File: src/sv/stc_pkg.sv
// -----------------------------------------------------------------------------
// stc_pkg
// Shared constants for the sphere time-to-contact unit: default sizes, the
// result status codes and the depth of the front-to-back queue.
// -----------------------------------------------------------------------------
package stc_pkg;

   localparam int DIMENSIONS_DEF    = 3;
   localparam int FRACTION_BITS_DEF = 16;
   localparam int VALUE_WIDTH_DEF   = 32;

   localparam int QUEUE_DEPTH = 2;

   localparam logic [1:0] STATUS_FOUND   = 2'd0;
   localparam logic [1:0] STATUS_OVERLAP = 2'd1;
   localparam logic [1:0] STATUS_NONE    = 2'd2;

endpackage

File: src/sv/stc_queue.sv
// -----------------------------------------------------------------------------
// stc_queue
// Short FIFO between the front end and the solver engine.
// -----------------------------------------------------------------------------
module stc_queue #(
   parameter int WIDTH = 8
) (
   input  logic             clock,
   input  logic             reset,
   input  logic             push,
   input  logic [WIDTH-1:0] push_data,
   output logic             full,
   input  logic             pop,
   output logic             head_valid,
   output logic [WIDTH-1:0] head_data
);

   localparam int DEPTH = stc_pkg::QUEUE_DEPTH;
   localparam int PW    = (DEPTH > 1) ? $clog2(DEPTH) : 1;
   localparam int CW    = $clog2(DEPTH + 1);

   logic [WIDTH-1:0] entry_ff [DEPTH];
   logic [PW-1:0]    wr_ff, wr_in;
   logic [PW-1:0]    rd_ff, rd_in;
   logic [CW-1:0]    count_ff, count_in;
   logic             do_push, do_pop;

   assign full       = (count_ff == CW'(DEPTH));
   assign head_valid = (count_ff != '0);
   assign head_data  = entry_ff[rd_ff];
   assign do_push    = push && !full;
   assign do_pop     = pop && head_valid;

   always_comb begin
      wr_in    = wr_ff;
      rd_in    = rd_ff;
      count_in = count_ff;
      if (do_push) begin
         wr_in = (wr_ff == PW'(DEPTH - 1)) ? '0 : wr_ff + 1'b1;
      end
      if (do_pop) begin
         rd_in = (rd_ff == PW'(DEPTH - 1)) ? '0 : rd_ff + 1'b1;
      end
      if (do_push && !do_pop) begin
         count_in = count_ff + 1'b1;
      end else if (do_pop && !do_push) begin
         count_in = count_ff - 1'b1;
      end
   end

   always_ff @(posedge clock) begin
      if (reset) begin
         wr_ff    <= '0;
         rd_ff    <= '0;
         count_ff <= '0;
      end else begin
         wr_ff    <= wr_in;
         rd_ff    <= rd_in;
         count_ff <= count_in;
      end
   end

   always_ff @(posedge clock) begin
      if (do_push) begin
         entry_ff[wr_ff] <= push_data;
      end
   end

endmodule

File: config.mk
export PLATFORM = sky130hd
export DESIGN_NAME = stc_queue
export DESIGN_NICKNAME = d
export VERILOG_FILES = /design/src/sv/stc_pkg.sv /design/src/sv/stc_queue.sv
export SDC_FILE = /design/constraint.sdc
export NUM_CORES = 1
export LEC_CHECK = 0
export BUFFER_PORTS_ARGS = -buffer_cell sky130_fd_sc_hd__buf_2
export CAP_MARGIN = 10
export CORE_MARGIN = 3
export CORE_UTILIZATION = 30
export DETAILED_ROUTE_END_ITERATION = 6
export GPL_TIMING_DRIVEN = 0
export HOLD_SLACK_MARGIN = 0.06
export PLACE_DENSITY_LB_ADDON = 0.2
export SLEW_MARGIN = 40
export SYNTH_ARGS = -nofsm -noshare
export SYNTH_HDL_FRONTEND = slang
export SYNTH_SLANG_ARGS = --single-unit
File: constraint.sdc
create_clock -name clock -period 2.5 [get_ports clock]
set_input_delay 0.375 -clock clock [delete_from_list [all_inputs] [get_ports clock]]
set_output_delay 0.375 -clock clock [all_outputs]
set_load 0.01 [all_outputs]
[After elaboration in Yosys (flattened, before gate mapping)]
Memory sizes are Yosys's and may differ from the RTL's. A register that Yosys moved wholly into a read port is not among the register bits.
Index checks and enable logic that the tools add are counted.
Word-level totals
  register bits: 4
  memory bits (writable): 16
  logic and storage cells: 26
  memories: 1
Memories
  entry_ff: words 2, bits a word 8, rd ports 1, clocked after Yosys merged registers in 1, wr ports 1, line stc_queue.sv:22  | logic [WIDTH-1:0] entry_ff [DEPTH];
Cells by class
  $add $sub $neg: 4
  equality and inequality tests: 1
  multiplexer cells: 8
  reductions and logical operators: 9
Operator list (count)
  $mux 1: 6
  $logic_and 1x1->1: 4
  $mux 2: 2
  $reduce_bool 2->1: 2
  $logic_not 1->1: 3
  $add 1x1->1 const B: 2
  $add 2x1->2 const B: 1
  $eq 2x2->1 const B: 1
  $sub 2x1->2 const B: 1

[Longest topological paths before layout]
  word-level depth: 7
  mapped depth: 6
  depth with buffers taken out: 6

[Least setup slack after synthesis]
OpenSTA, ideal clock, no wires.
  kind: flip-flop to flip-flop
  start: register count_ff[1]
  end: register count_ff[1]
  data arrival time: 1412 ps
  setup slack: 1018 ps
  cell stages (with the launch flop): 6
  buffers on the path: 0
  period minus slack after synthesis: 1482 ps
  cell sequence: dfxtp_1 -> nor2b_2 -> nor2_1 -> ha_1 -> or3_1 -> a21oi_1
On the way
  longest elaborated chain between the ends: 6
Ends and longest elaborated chain
  start, declared: line stc_queue.sv:25  | logic [CW-1:0] count_ff, count_in;
  start signal, assigned: line stc_queue.sv:59  | count_ff <= count_in;
  $eq 2x2->1 (*): line stc_queue.sv:28  | assign full = (count_ff == CW'(DEPTH));
  via full: line stc_queue.sv:12  | output logic full,
  $logic_not 1->1 (*): line stc_queue.sv:31  | assign do_push = push && !full;
  $logic_and 1x1->1 (*): line stc_queue.sv:31
  $logic_not 1->1: line stc_queue.sv:46  | end else if (do_pop && !do_push) begin
  $logic_and 1x1->1: line stc_queue.sv:46
  $reduce_bool 2->1 (no line)
The timed path passes the listed nets; every way through them passes the cells marked *. The select of a mux whose other input is x is not followed.
A chain may end at the register's enable or synchronous reset.

==> impl_metrics.tcl <==
set metrics [dict create \
    run_status "finished clean" \
    rsz0062_at_grt "false" \
    synth.most_common_cell "sky130_fd_sc_hd__edfxtp_1" \
    clk_pin_slew_ns 0.11 \
    coreArea_mm2 0.002500 \
    route.vias.total 470 \
    floorplan.die.height_um 57.50 \
    cts_buffers 3 \
    clk_latency_ns 0.30 \
    dpl_worst_slack_ns 0.9269 \
    clock-skew-final_ns 0.003068 \
    cts.sinks 21 \
    num_io_pins 22 \
    global_route.usage.total_pct 9.009 \
    synth_seq_cells 21 \
    grt_antenna_before_repair 0 \
    global_route.usage.met3_pct 4.751 \
    wl_per_cell_um 12.32 \
    n_antenna_cell 0 \
    place_hpwl_um 957.8 \
    starting_density_pct 31.83 \
    worstSetupEndpoint "head_data[2]" \
    drt_drc_violations_left 0 \
    final-max-slew-violation-count 0 \
    r2r_slack_ns 0.91 \
    largest_cells_by_area_after_synthesis "sky130_fd_sc_hd__edfxtp_1 60%, sky130_fd_sc_hd__dfxtp_1 13%, sky130_fd_sc_hd__mux2_2 11%, sky130_fd_sc_hd__xor2_1 3.3%, sky130_fd_sc_hd__o21ai_0 1.9%" \
    detailed_route_vias_per_instance 4.476 \
    synth-edff-count 16 \
    timing_hold_violations_final 0 \
    timing.hold.worst.class "primary input to register" \
    top_cell_type_s_share_of_synthesized_area_pct 60.38 \
    synth.distinct_cells 14 \
    cellLeakagePower_nw 0.3899 \
    post_synth_instance_area_um2 795.8 \
    drv_cap 0 \
    worst_slew_pin_slew_ns 0.3915 \
    cts.root.buffer_cell "sky130_fd_sc_hd__clkbuf_4" \
    achievable-frequency_ghz 0.5879 \
    yosys_warnings 0 \
    power_density_mw_per_mm2 959.4 \
    setup.worst_path.end_class "output pin" \
    port-buffer-count 21 \
    worst_ep_arrival_time_ns 1.33 \
    async_reset_ff_share_pct 0 \
    placed_cells_incl_taps 101 \
    cp.required_ns 2.12 \
    pin_count_of_the_biggest_net_entering_global_routing 13 \
    synth_area_leader_cell "sky130_fd_sc_hd__edfxtp_1" \
    routed_wl_um 1294 \
    crit-reg2reg-launch "count_ff[0]" \
    finalInstanceArea_um2 965.9 \
    drt_pass1_iterations 3 \
    avgSynthCellArea_um2 15.92 \
    path_common_cell "sky130_fd_sc_hd__buf_2" \
    met1_usage_pct 9.812 \
    crit_path_max_fanout 8 \
    critical_path.max_stage_delay_ns 0.36 \
    ys_dominant_reg_cell "sky130_fd_sc_hd__edfxtp_1" \
    placement_rows 18 \
    dieArea_mm2 0.003306 \
    cts_tree "built" \
    leading_post_synthesis_cells_by_instance_count "16 x sky130_fd_sc_hd__edfxtp_1, 8 x sky130_fd_sc_hd__mux2_2, 5 x sky130_fd_sc_hd__dfxtp_1" \
    busiest_layer_in_global_routing "met2" \
    global_route.overflow_total 0 \
    final.period_utilization_pct 68.03 \
    timing.setup.critical_path_class "register to output pin" \
    max-vdd-ir-drop_mv 0.4433 \
    gr-usage-met2_pct 15.00 \
    synthesis.nets 63 \
    final_critical_path_setup_slack_ns 0.7991 \
    detailedRoute.firstIterationViolations 13 \
    cp-start-kind "register" \
    ctsHtreeMaxLevel 1 \
    grt_pass1_vias 480 \
    final_core_util_pct 38.64 \
    num-nets-final 89 \
    number_of_buffers_inserted_by_post_cts_setup_repair 0 \
    worstPathBufferInverterCount 2 \
    post_cts.resized_instances 0 \
    final_setup_fails 0 \
    maxSlewHeadroom_pct 73.90 \
    die_x_um 57.50 \
    detail-route-antenna-nets 0 \
    worstSetupPathDepth 3 \
    crit_chain "buf_2 > mux2_2 > buf_2" \
    finalWeightedCongestion 0.6110 \
    rr_worst_depth 4 \
    synth-seq-area-share_pct 72.96 \
    areaGrowthSynthToFinish_pct 21.38 \
    timing.critical_path.slowest_stage_cell "sky130_fd_sc_hd__mux2_2" \
    regToRegEndpoint "count_ff[1]" \
    grt_first_pass_wirelength_um 2118 \
    cp_top_family "multiplexers" \
    deepest_clock_path_buffer_count 2 \
    netlist_instances 50 \
    cts_hold_buffers 0 \
    period_minus_slack_ns 1.701 \
    final-instance-count-excl-fill 105 \
    final_layout_size_suffix_gt1_share_pct 48.00 \
    place_area_um2 938.4 \
    setup_tns_ns 0 \
]
[where the power goes]
part	internal (mW)	switching, mW
combinational	0.145	0.155
clock	0.0596	0.0943
sequential	0.445	0.0275
total	0.650	0.277
[state kept, by name, indices dropped and copies added (netlist names), named ones only]
register  cells
wr_ff         1
entry_ff     16
rd_ff         1
count_ff      2
[metal layers]
metal / part of all wire [%] / vias up
met5: 0 / -
met1: 34 / 223
met3: 7.6 / 2
met4: 0.93 / 0
met2: 57 / 15
li1: - / 230
[layout by cell type, fill, tap and decap left out]
master / instances
sky130_fd_sc_hd__xor2_1: 3
sky130_fd_sc_hd__clkinv_2: 1
sky130_fd_sc_hd__ha_1: 1
sky130_fd_sc_hd__edfxtp_1: 16
sky130_fd_sc_hd__or3_1: 2
sky130_fd_sc_hd__inv_1: 2
sky130_fd_sc_hd__clkbuf_4: 3
sky130_fd_sc_hd__nor2b_2: 1
sky130_fd_sc_hd__buf_2: 22
sky130_fd_sc_hd__nor2_1: 4
sky130_fd_sc_hd__and2_1: 1
sky130_fd_sc_hd__dfxtp_1: 5
sky130_fd_sc_hd__o21ai_0: 3
sky130_fd_sc_hd__or2_2: 1
sky130_fd_sc_hd__a21oi_1: 2
sky130_fd_sc_hd__mux2_2: 8
[layout make-up]
| cell class | instances | area, um2 |
|---|---|---|
| clock inverter | 1 | 5.005 |
| multi-input combinational | 26 | 202.7 |
| clock buffer | 3 | 22.52 |
| tap | 30 | 37.54 |
| fill | 267 | 1534 |
| sequential | 21 | 580.6 |
| buffer | 1 | 5.005 |
| timing repair buffer | 21 | 105.1 |
| inverter | 2 | 7.507 |
[per-stage QoR]
step	hold slack, ns	total power [mW]
floorplan	0.4441	0.6845
global placement	0.4694	0.7789
detailed placement	0.4795	0.7867
CTS	0.2452	0.9450
global route	0.2363	0.9968
finish	0.2586	0.9267
[how the worst min path moves through the flow]
| stage | from | to | cells after the start |
|---|---|---|---|
| 3_5_place_dp | wr_ff | wr_ff | 2 |
| 4_1_cts | push_data[2] | entry_ff[1][2] | 1 |
| 6_report | push_data[3] | entry_ff[1][3] | 1 |
| 2_1_floorplan | reset | count_ff[1] | 1 |
| 5_1_grt | push_data[2] | entry_ff[1][2] | 1 |
| 3_3_place_gp | wr_ff | wr_ff | 2 |
[logic make-up (layout without fill, tap and decap cells)]
logic type | after synthesis | in the layout | share of synthesized area, %
compound gates | 5 | 5 | 3.144
xor+xnor | 3 | 3 | 3.302
mux | 8 | 8 | 11.32
simple gates | 9 | 9 | 6.132
buf+inv | 3 | 28 | 1.572
flops | 21 | 21 | 72.96
fa+ha+maj | 1 | 1 | 1.572
Note: power is estimated with default switching activity, not from simulation.
