`config.mk`:
```
export PLATFORM = sky130hd
export DESIGN_NAME = stc_front
export DESIGN_NICKNAME = d
export VERILOG_FILES = /design/src/sv/stc_pkg.sv /design/src/sv/stc_front.sv
export SDC_FILE = /design/constraint.sdc
export NUM_CORES = 1
export LEC_CHECK = 0
export BUFFER_PORTS_ARGS = -buffer_cell sky130_fd_sc_hd__buf_4
export CORE_MARGIN = 5
export CORE_UTILIZATION = 55
export CTS_BUF_LIST = sky130_fd_sc_hd__clkbuf_8
export CTS_CLUSTER_SIZE = 14
export DETAILED_ROUTE_END_ITERATION = 12
export GPL_TIMING_DRIVEN = 0
export PLACE_DENSITY = 0.81
export SLEW_MARGIN = 30
export SYNTH_ARGS = -nofsm -noshare
export SYNTH_HDL_FRONTEND = slang
export SYNTH_SLANG_ARGS = --single-unit
```
`constraint.sdc`:
```
create_clock -name clock -period 10.6 [get_ports clock]
set_input_delay 3.18 -clock clock [delete_from_list [all_inputs] [get_ports clock]]
set_output_delay 3.18 -clock clock [all_outputs]
set_load 0.02 [all_outputs]
```
`src/sv/stc_pkg.sv`:
```
// -----------------------------------------------------------------------------
// stc_pkg
// Shared constants for the sphere time-to-contact unit: default sizes, the
// result status codes and the depth of the front-to-back queue.
// -----------------------------------------------------------------------------
package stc_pkg;

   localparam int DIMENSIONS_DEF    = 3;
   localparam int FRACTION_BITS_DEF = 16;
   localparam int VALUE_WIDTH_DEF   = 32;

   localparam int QUEUE_DEPTH = 2;

   localparam logic [1:0] STATUS_FOUND   = 2'd0;
   localparam logic [1:0] STATUS_OVERLAP = 2'd1;
   localparam logic [1:0] STATUS_NONE    = 2'd2;

endpackage

```
`src/sv/stc_front.sv`:
```
// -----------------------------------------------------------------------------
// stc_front
// Input side: holds the first sphere and turns each second sphere into a
// packed job (position and velocity differences, radius sum) for the queue.
// -----------------------------------------------------------------------------
module stc_front #(
   parameter int DIMENSIONS  = stc_pkg::DIMENSIONS_DEF,
   parameter int VALUE_WIDTH = stc_pkg::VALUE_WIDTH_DEF,
   localparam int DW = VALUE_WIDTH + 1,
   localparam int EW = 2 * DIMENSIONS * DW + VALUE_WIDTH
) (
   input  logic                   clock,
   input  logic                   reset,
   input  logic                   req_valid,
   output logic                   req_stall,
   input  logic                   req_second_body,
   input  logic [VALUE_WIDTH-1:0] req_pos_x,
   input  logic [VALUE_WIDTH-1:0] req_pos_y,
   input  logic [VALUE_WIDTH-1:0] req_pos_z,
   input  logic [VALUE_WIDTH-1:0] req_vel_x,
   input  logic [VALUE_WIDTH-1:0] req_vel_y,
   input  logic [VALUE_WIDTH-1:0] req_vel_z,
   input  logic [VALUE_WIDTH-2:0] req_body_radius,
   output logic                   job_push,
   output logic [EW-1:0]          job_data,
   input  logic                   job_full
);

   localparam int V = VALUE_WIDTH;

   logic [V-1:0] pos_req [3];
   logic [V-1:0] vel_req [3];
   logic [V-1:0] held_pos_ff [DIMENSIONS];
   logic [V-1:0] held_vel_ff [DIMENSIONS];
   logic [V-2:0] held_radius_ff;
   logic         transfer;
   logic         load;

   assign pos_req[0] = req_pos_x;
   assign pos_req[1] = req_pos_y;
   assign pos_req[2] = req_pos_z;
   assign vel_req[0] = req_vel_x;
   assign vel_req[1] = req_vel_y;
   assign vel_req[2] = req_vel_z;

   assign req_stall = job_full;
   assign transfer  = req_valid && !req_stall;
   assign load      = transfer && !req_second_body;
   assign job_push  = transfer && req_second_body;

   // differences are held - new, one bit wider than the operands
   always_comb begin
      job_data = '0;
      for (int i = 0; i < DIMENSIONS; i++) begin
         job_data[i*DW +: DW] = {held_pos_ff[i][V-1], held_pos_ff[i]}
                               - {pos_req[i][V-1], pos_req[i]};
         job_data[DIMENSIONS*DW + i*DW +: DW] = {held_vel_ff[i][V-1], held_vel_ff[i]}
                                               - {vel_req[i][V-1], vel_req[i]};
      end
      job_data[2*DIMENSIONS*DW +: V] = {1'b0, held_radius_ff} + {1'b0, req_body_radius};
   end

   always_ff @(posedge clock) begin
      if (reset) begin
         for (int i = 0; i < DIMENSIONS; i++) begin
            held_pos_ff[i] <= '0;
            held_vel_ff[i] <= '0;
         end
         held_radius_ff <= '0;
      end else if (load) begin
         for (int i = 0; i < DIMENSIONS; i++) begin
            held_pos_ff[i] <= pos_req[i];
            held_vel_ff[i] <= vel_req[i];
         end
         held_radius_ff <= req_body_radius;
      end
   end

endmodule

```
======== Word level (Yosys, flattened, before mapping) ========
Memory sizes are Yosys's and may differ from the RTL's.
Index checks and enable logic that the tools add are counted.
word-level totals
  flip-flop bits (word level) ............. 31
  bits in writable memories ............... 192
  input port bits ......................... 228
  output and inout port bits .............. 232
  logic and storage cells ................. 32
  memories ................................ 2
memory list
  memory       depth  width  read ports  clocked after memory_dff  wr ports  line             source
  held_pos_ff  3      32     3           0                         3         stc_front.sv:33  logic [V-1:0] held_pos_ff [DIMENSIONS];
  held_vel_ff  3      32     3           0                         3         stc_front.sv:34  logic [V-1:0] held_vel_ff [DIMENSIONS];
operators by class
  add/subtract/negate cells ............... 7
  muxes and demuxes ....................... 11
  bitwise operators ....................... 6
  reductions and logical operators ........ 5
operator list
  cell                 count
  $sub A32 B32 Y33     6
  $mux W32             6
  $add A31 B31 Y32     1
  $or A1 B1 Y1         6
  $mux W1              5
  $logic_and A1 B1 Y1  3
  $logic_not A1 Y1     2

======== Depth between registers and ports, before layout ========
  depth after elaboration ................. 7
  mapped depth ............................ 12
  gate-level depth less buffers ........... 12

======== Least setup slack after synthesis ========
No wires, ideal clock.
  path type ............................... input to output
  from .................................... in req_vel_z[2]
  to ...................................... out job_data[196]
  arrival time ............................ 6.207 ns
  setup slack ............................. 1.213 ns
  stages .................................. 11
  buffers on the path ..................... 0
  cell sequence ........................... inv_1 > ha_1 > o211ai_1 > a21oi_1 > o21a_1 > o41ai_2 > o21ai_2 > a221oi_2 > o31ai_1 > mux2i_1 > a2111oi_0
between the ends
  word-level cells in the longest chain between the ends .. 1
ends and longest elaborated chain
  what                line             source
  start: declaration  stc_front.sv:22  input logic [VALUE_WIDTH-1:0] req_vel_z,
  $sub A32 B32 Y33    stc_front.sv:58  - {vel_req[i][V-1], vel_req[i]};
  end: declaration    stc_front.sv:25  output logic [EW-1:0] job_data,
Every way passes these cells.

======== Final worst setup path ========
  from .................................... in req_body_radius[0]
  to ...................................... out job_data[226]
between the ends
  word-level cells in the longest chain between the ends .. 1
ends and longest elaborated chain
  what                line             source
  start: declaration  stc_front.sv:23  input logic [VALUE_WIDTH-2:0] req_body_radius,
  $add A31 B31 Y32    stc_front.sv:60  job_data[2*DIMENSIONS*DW +: V] = {1'b0, held_radius_ff} + {1'b0, req_body_radius};
Every way passes these cells.

==> results by group <==
Timing
  • Unrepaired setup endpoints after global routing: false
  • Slew @ Worst Pin: 1.02 ns
  • Worst Skew: 0 ns
  • Setup TNS: 0 ns
  • Minimum clock period: 9.94 ns
  • Final setup vio count: 0
  • Period utilization: 93.7%
  • F_max: 101 MHz
  • Fin. max-slew vios: 0
  • Slew margin rel.: 30.3%
  • Final Hold Vio Count: 0

Routing
  • DRC Markers: 0
  • Final wirelength: 58500 µm
  • Via density per instance: 5.61
  • Pre-antenna DRT Iters: 5
  • Initial DRC count: 943
  • DR WL/cell: 18.2 µm
  • Via Count: 18057
  • Final ANT Viol Nets: 0

Critical path
  • WP data required: 7.42 ns
  • Worst Setup End Kind: output port
  • Critical path class: in -> out
  • Slowest-stage cell, CP: a2111oi_0
  • Critical Path AT: 6.76 ns
  • Crit start category: input pin
  • CP Cell Sequence: buf_4 > ha_1 > fa_1 > a21o_1 > a21boi_1 > o21ai_1 > a21oi_1 > a31oi_1 > a2111oi_0 > o21ai_1 > a21oi_1 > xnor2_1 > buf_4
  • CP max FO: 3
  • Top delay family on crit path: compound AO/OA/AOI/OAI gates
  • Largest stage delay, worst path: 0.91 ns
  • Buf/Inv on CP: 2

Final layout
  • Filler cell count: 2852
  • Area Overhead vs Synth: 25.2%
  • Most frequent cells in the layout: buf_4 (460), inv_1 (272), ha_1 (223)
  • Fin nets: 3172
  • Final instance area: 0.0247 mm²
  • Commonest non-fill, non-tap cell in the layout: buf_4
  • Share of cells above drive strength 1: 19.8%

Synth
  • Synthesis-stage register bit count: 223
  • Mean area per synthesized cell: 8.93 µm²
  • Mapped Nets: 2665
  • Yosys cell types: 79
  • Syn. warnings: 0
  • Post-synth top flop: edfxtp_1
  • Synth async-reset ratio: 0%
  • Synth Cell Area: 0.0197 mm²
  • Post-synth EDFFs: 192
  • Sequential area share after synthesis: 32.4%
  • Cells after Synth: 2207

Clock tree
  • TritonCTS Buffers: 44
  • Cts hold-fix bufs: 0
  • PostCTS Resize Cnt: 0
  • H-tree depth: 2
  • Worst skew pair latency: 0.59 ns
  • CTS tree: done
  • Clock sink count: 223
  • CTS Root Cell: clkbuf_8
  • Clock transition at path regs: 0.06 ns
  • Setup bufs post-CTS: 0
  • Clock Path Buffers: 3

Pwr
  • Reported net switching power: 1.37 mW
  • P_leak: 12.1 nW
  • Maximum vdd drop: 130 µV
  • Internal: 2.14 mW
  • Sw frac: 39.0%
  • Total power: 3.51 mW
  • PD cells: 142 mW/mm²
  • Logic gate share of total power: 45.8%
  • Clock power frac: 24.7%
  • Sequential power share: 29.5%

Floorplan
  • Row count: 69
  • Die area: 0.0397 mm²
  • Area of the core: 0.0355 mm²
  • IO Pins: 460
  • Die X-Extent: 199 µm
  • Die Ht: 199 µm
  • Initial core utilization: 55.5%

Run status
  • Status: completed

Place
  • Dpl cell area: 0.0238 mm²
  • IO buf count: 459
  • Routability cong.: 0.958
  • Post-DP HPWL: 46900 µm

Global route
  • Largest net degree at the start of global routing: 91
  • Global-route wire length before repair: 89800 µm
  • GR Overflow Total: 0
  • Initial antenna violation count: 14
  • Vias in the first global route: 17643
  • GRT Overall Usage: 28.1%

Flow run
  • Max cap viols: 0

Min path
  • Hold/Removal Path Class: reg -> reg
==> cells in the mapped netlist, types with 4 or more instances <==
master,count,area [µm²]
o211ai_1,15,113
a31oi_1,25,156
a21o_1,112,841
o2111ai_1,5,43.8
and4_1,6,52.6
a41oi_1,4,35.0
a211oi_1,17,128
edfxtp_1,192,5770
nand2_1,93,349
fa_1,7,140
o31ai_1,15,113
a21boi_1,6,45.0
xnor2_1,131,1150
a21boi_0,4,30.0
a221o_1,4,40.0
clkbuf_1,48,180
inv_1,266,998
nand2b_1,34,213
a41o_1,5,50.1
o21bai_1,22,165
and2_1,203,1270
dfxtp_1,31,621
o21ai_0,65,325
nand3_1,35,175
o21a_1,23,173
nor2b_1,29,181
nor2_1,111,417
and3_1,21,131
a21oi_1,186,931
or3_1,9,56.3
a22o_1,31,272
o22ai_1,4,25.0
xor2_1,57,499
ha_1,223,2790
nand4_1,19,119
nor3b_1,4,30.0
nor3_1,31,155
a21oi_2,4,35.0
a2111oi_0,7,61.3
o21ai_1,39,195
==> flip-flops by register name (all words and copies together), names as in the netlist <==
register and count:
held_pos_ff 96, held_radius_ff 31, held_vel_ff 96
==> cell families (layout without fill, tap and decap cells) <==
family | count (synthesis) | after routing | share of synthesized area (%)
DFF | 223 | 223 | 32.4
xor gates and xnor gates | 188 | 188 | 8.36
buffers and inverters | 318 | 859 | 6.08
and+or+nand+nor | 610 | 610 | 16.6
muxes | 3 | 3 | 0.152
adders and majority gates | 230 | 230 | 14.9
AOI/OAI and AO/OA | 635 | 635 | 21.5
other | 0 | 12 | 0
==> worst paths after layout <==
path	start	endpoint	slack, ns	cells past startpoint
setup / recovery	req_body_radius[0]	job_data[226]	0.66	13
hold / removal	held_radius_ff[22]$_SDFFE_PP0P_	held_radius_ff[22]$_SDFFE_PP0P_	0.49	1
setup reg to reg	held_radius_ff[1]$_SDFFE_PP0P_	held_radius_ff[1]$_SDFFE_PP0P_	9.94	1
hold reg to reg	held_radius_ff[22]$_SDFFE_PP0P_	held_radius_ff[22]$_SDFFE_PP0P_	0.49	1
==> metal layers <==
metal	vias to the layer above	track usage, %	wire length (µm)
li1	8900	-	-
met3	166	7.62	5080
met5	-	0	54
met1	8340	33.2	22800
met2	645	46.9	27500
met4	6	14.5	3190
==> power by group through the flow <==
| stage | Combinational, mW | Sequential [mW] | Clock [mW] |
|---|---|---|---|
| after floorplan | 0.984 | 1.05 | 0 |
| after global placement | 1.57 | 1.06 | 0 |
| after detailed placement | 1.60 | 1.05 | 0 |
| after CTS | 1.61 | 1.04 | 0.890 |
| after global routing | 1.73 | 1.04 | 0.929 |
| final | 1.61 | 1.04 | 0.867 |
==> layout make-up <==
| cell class | count | area [µm²] | share of cell area [%] |
|---|---|---|---|
| diodes | 12 | 30.0 | 0.122 |
| plain buffers | 52 | 200 | 0.812 |
| clock buffers | 50 | 688 | 2.79 |
| clock inverters | 30 | 155 | 0.629 |
| inverters | 266 | 1010 | 4.08 |
| multi-input cells | 1666 | 12100 | 49.1 |
| flip-flops and latches | 223 | 6390 | 25.9 |
| well taps | 461 | 577 | 2.34 |
| repair buffers | 461 | 3500 | 14.2 |
==> stage by stage <==
stage,utilization [%],hold WS (ns),worst slack [ns],std cells
3_3_place_gp,66.9,0.467,0.341,3127
5_1_grt,69.5,0.500,0.573,3220
4_1_cts,69.4,0.488,0.721,3209
6_report,69.5,0.489,0.663,3221
3_5_place_dp,67.0,0.471,0.748,3129
2_1_floorplan,-,0.454,1.21,2207
Note: power is estimated with default switching activity, not from simulation.
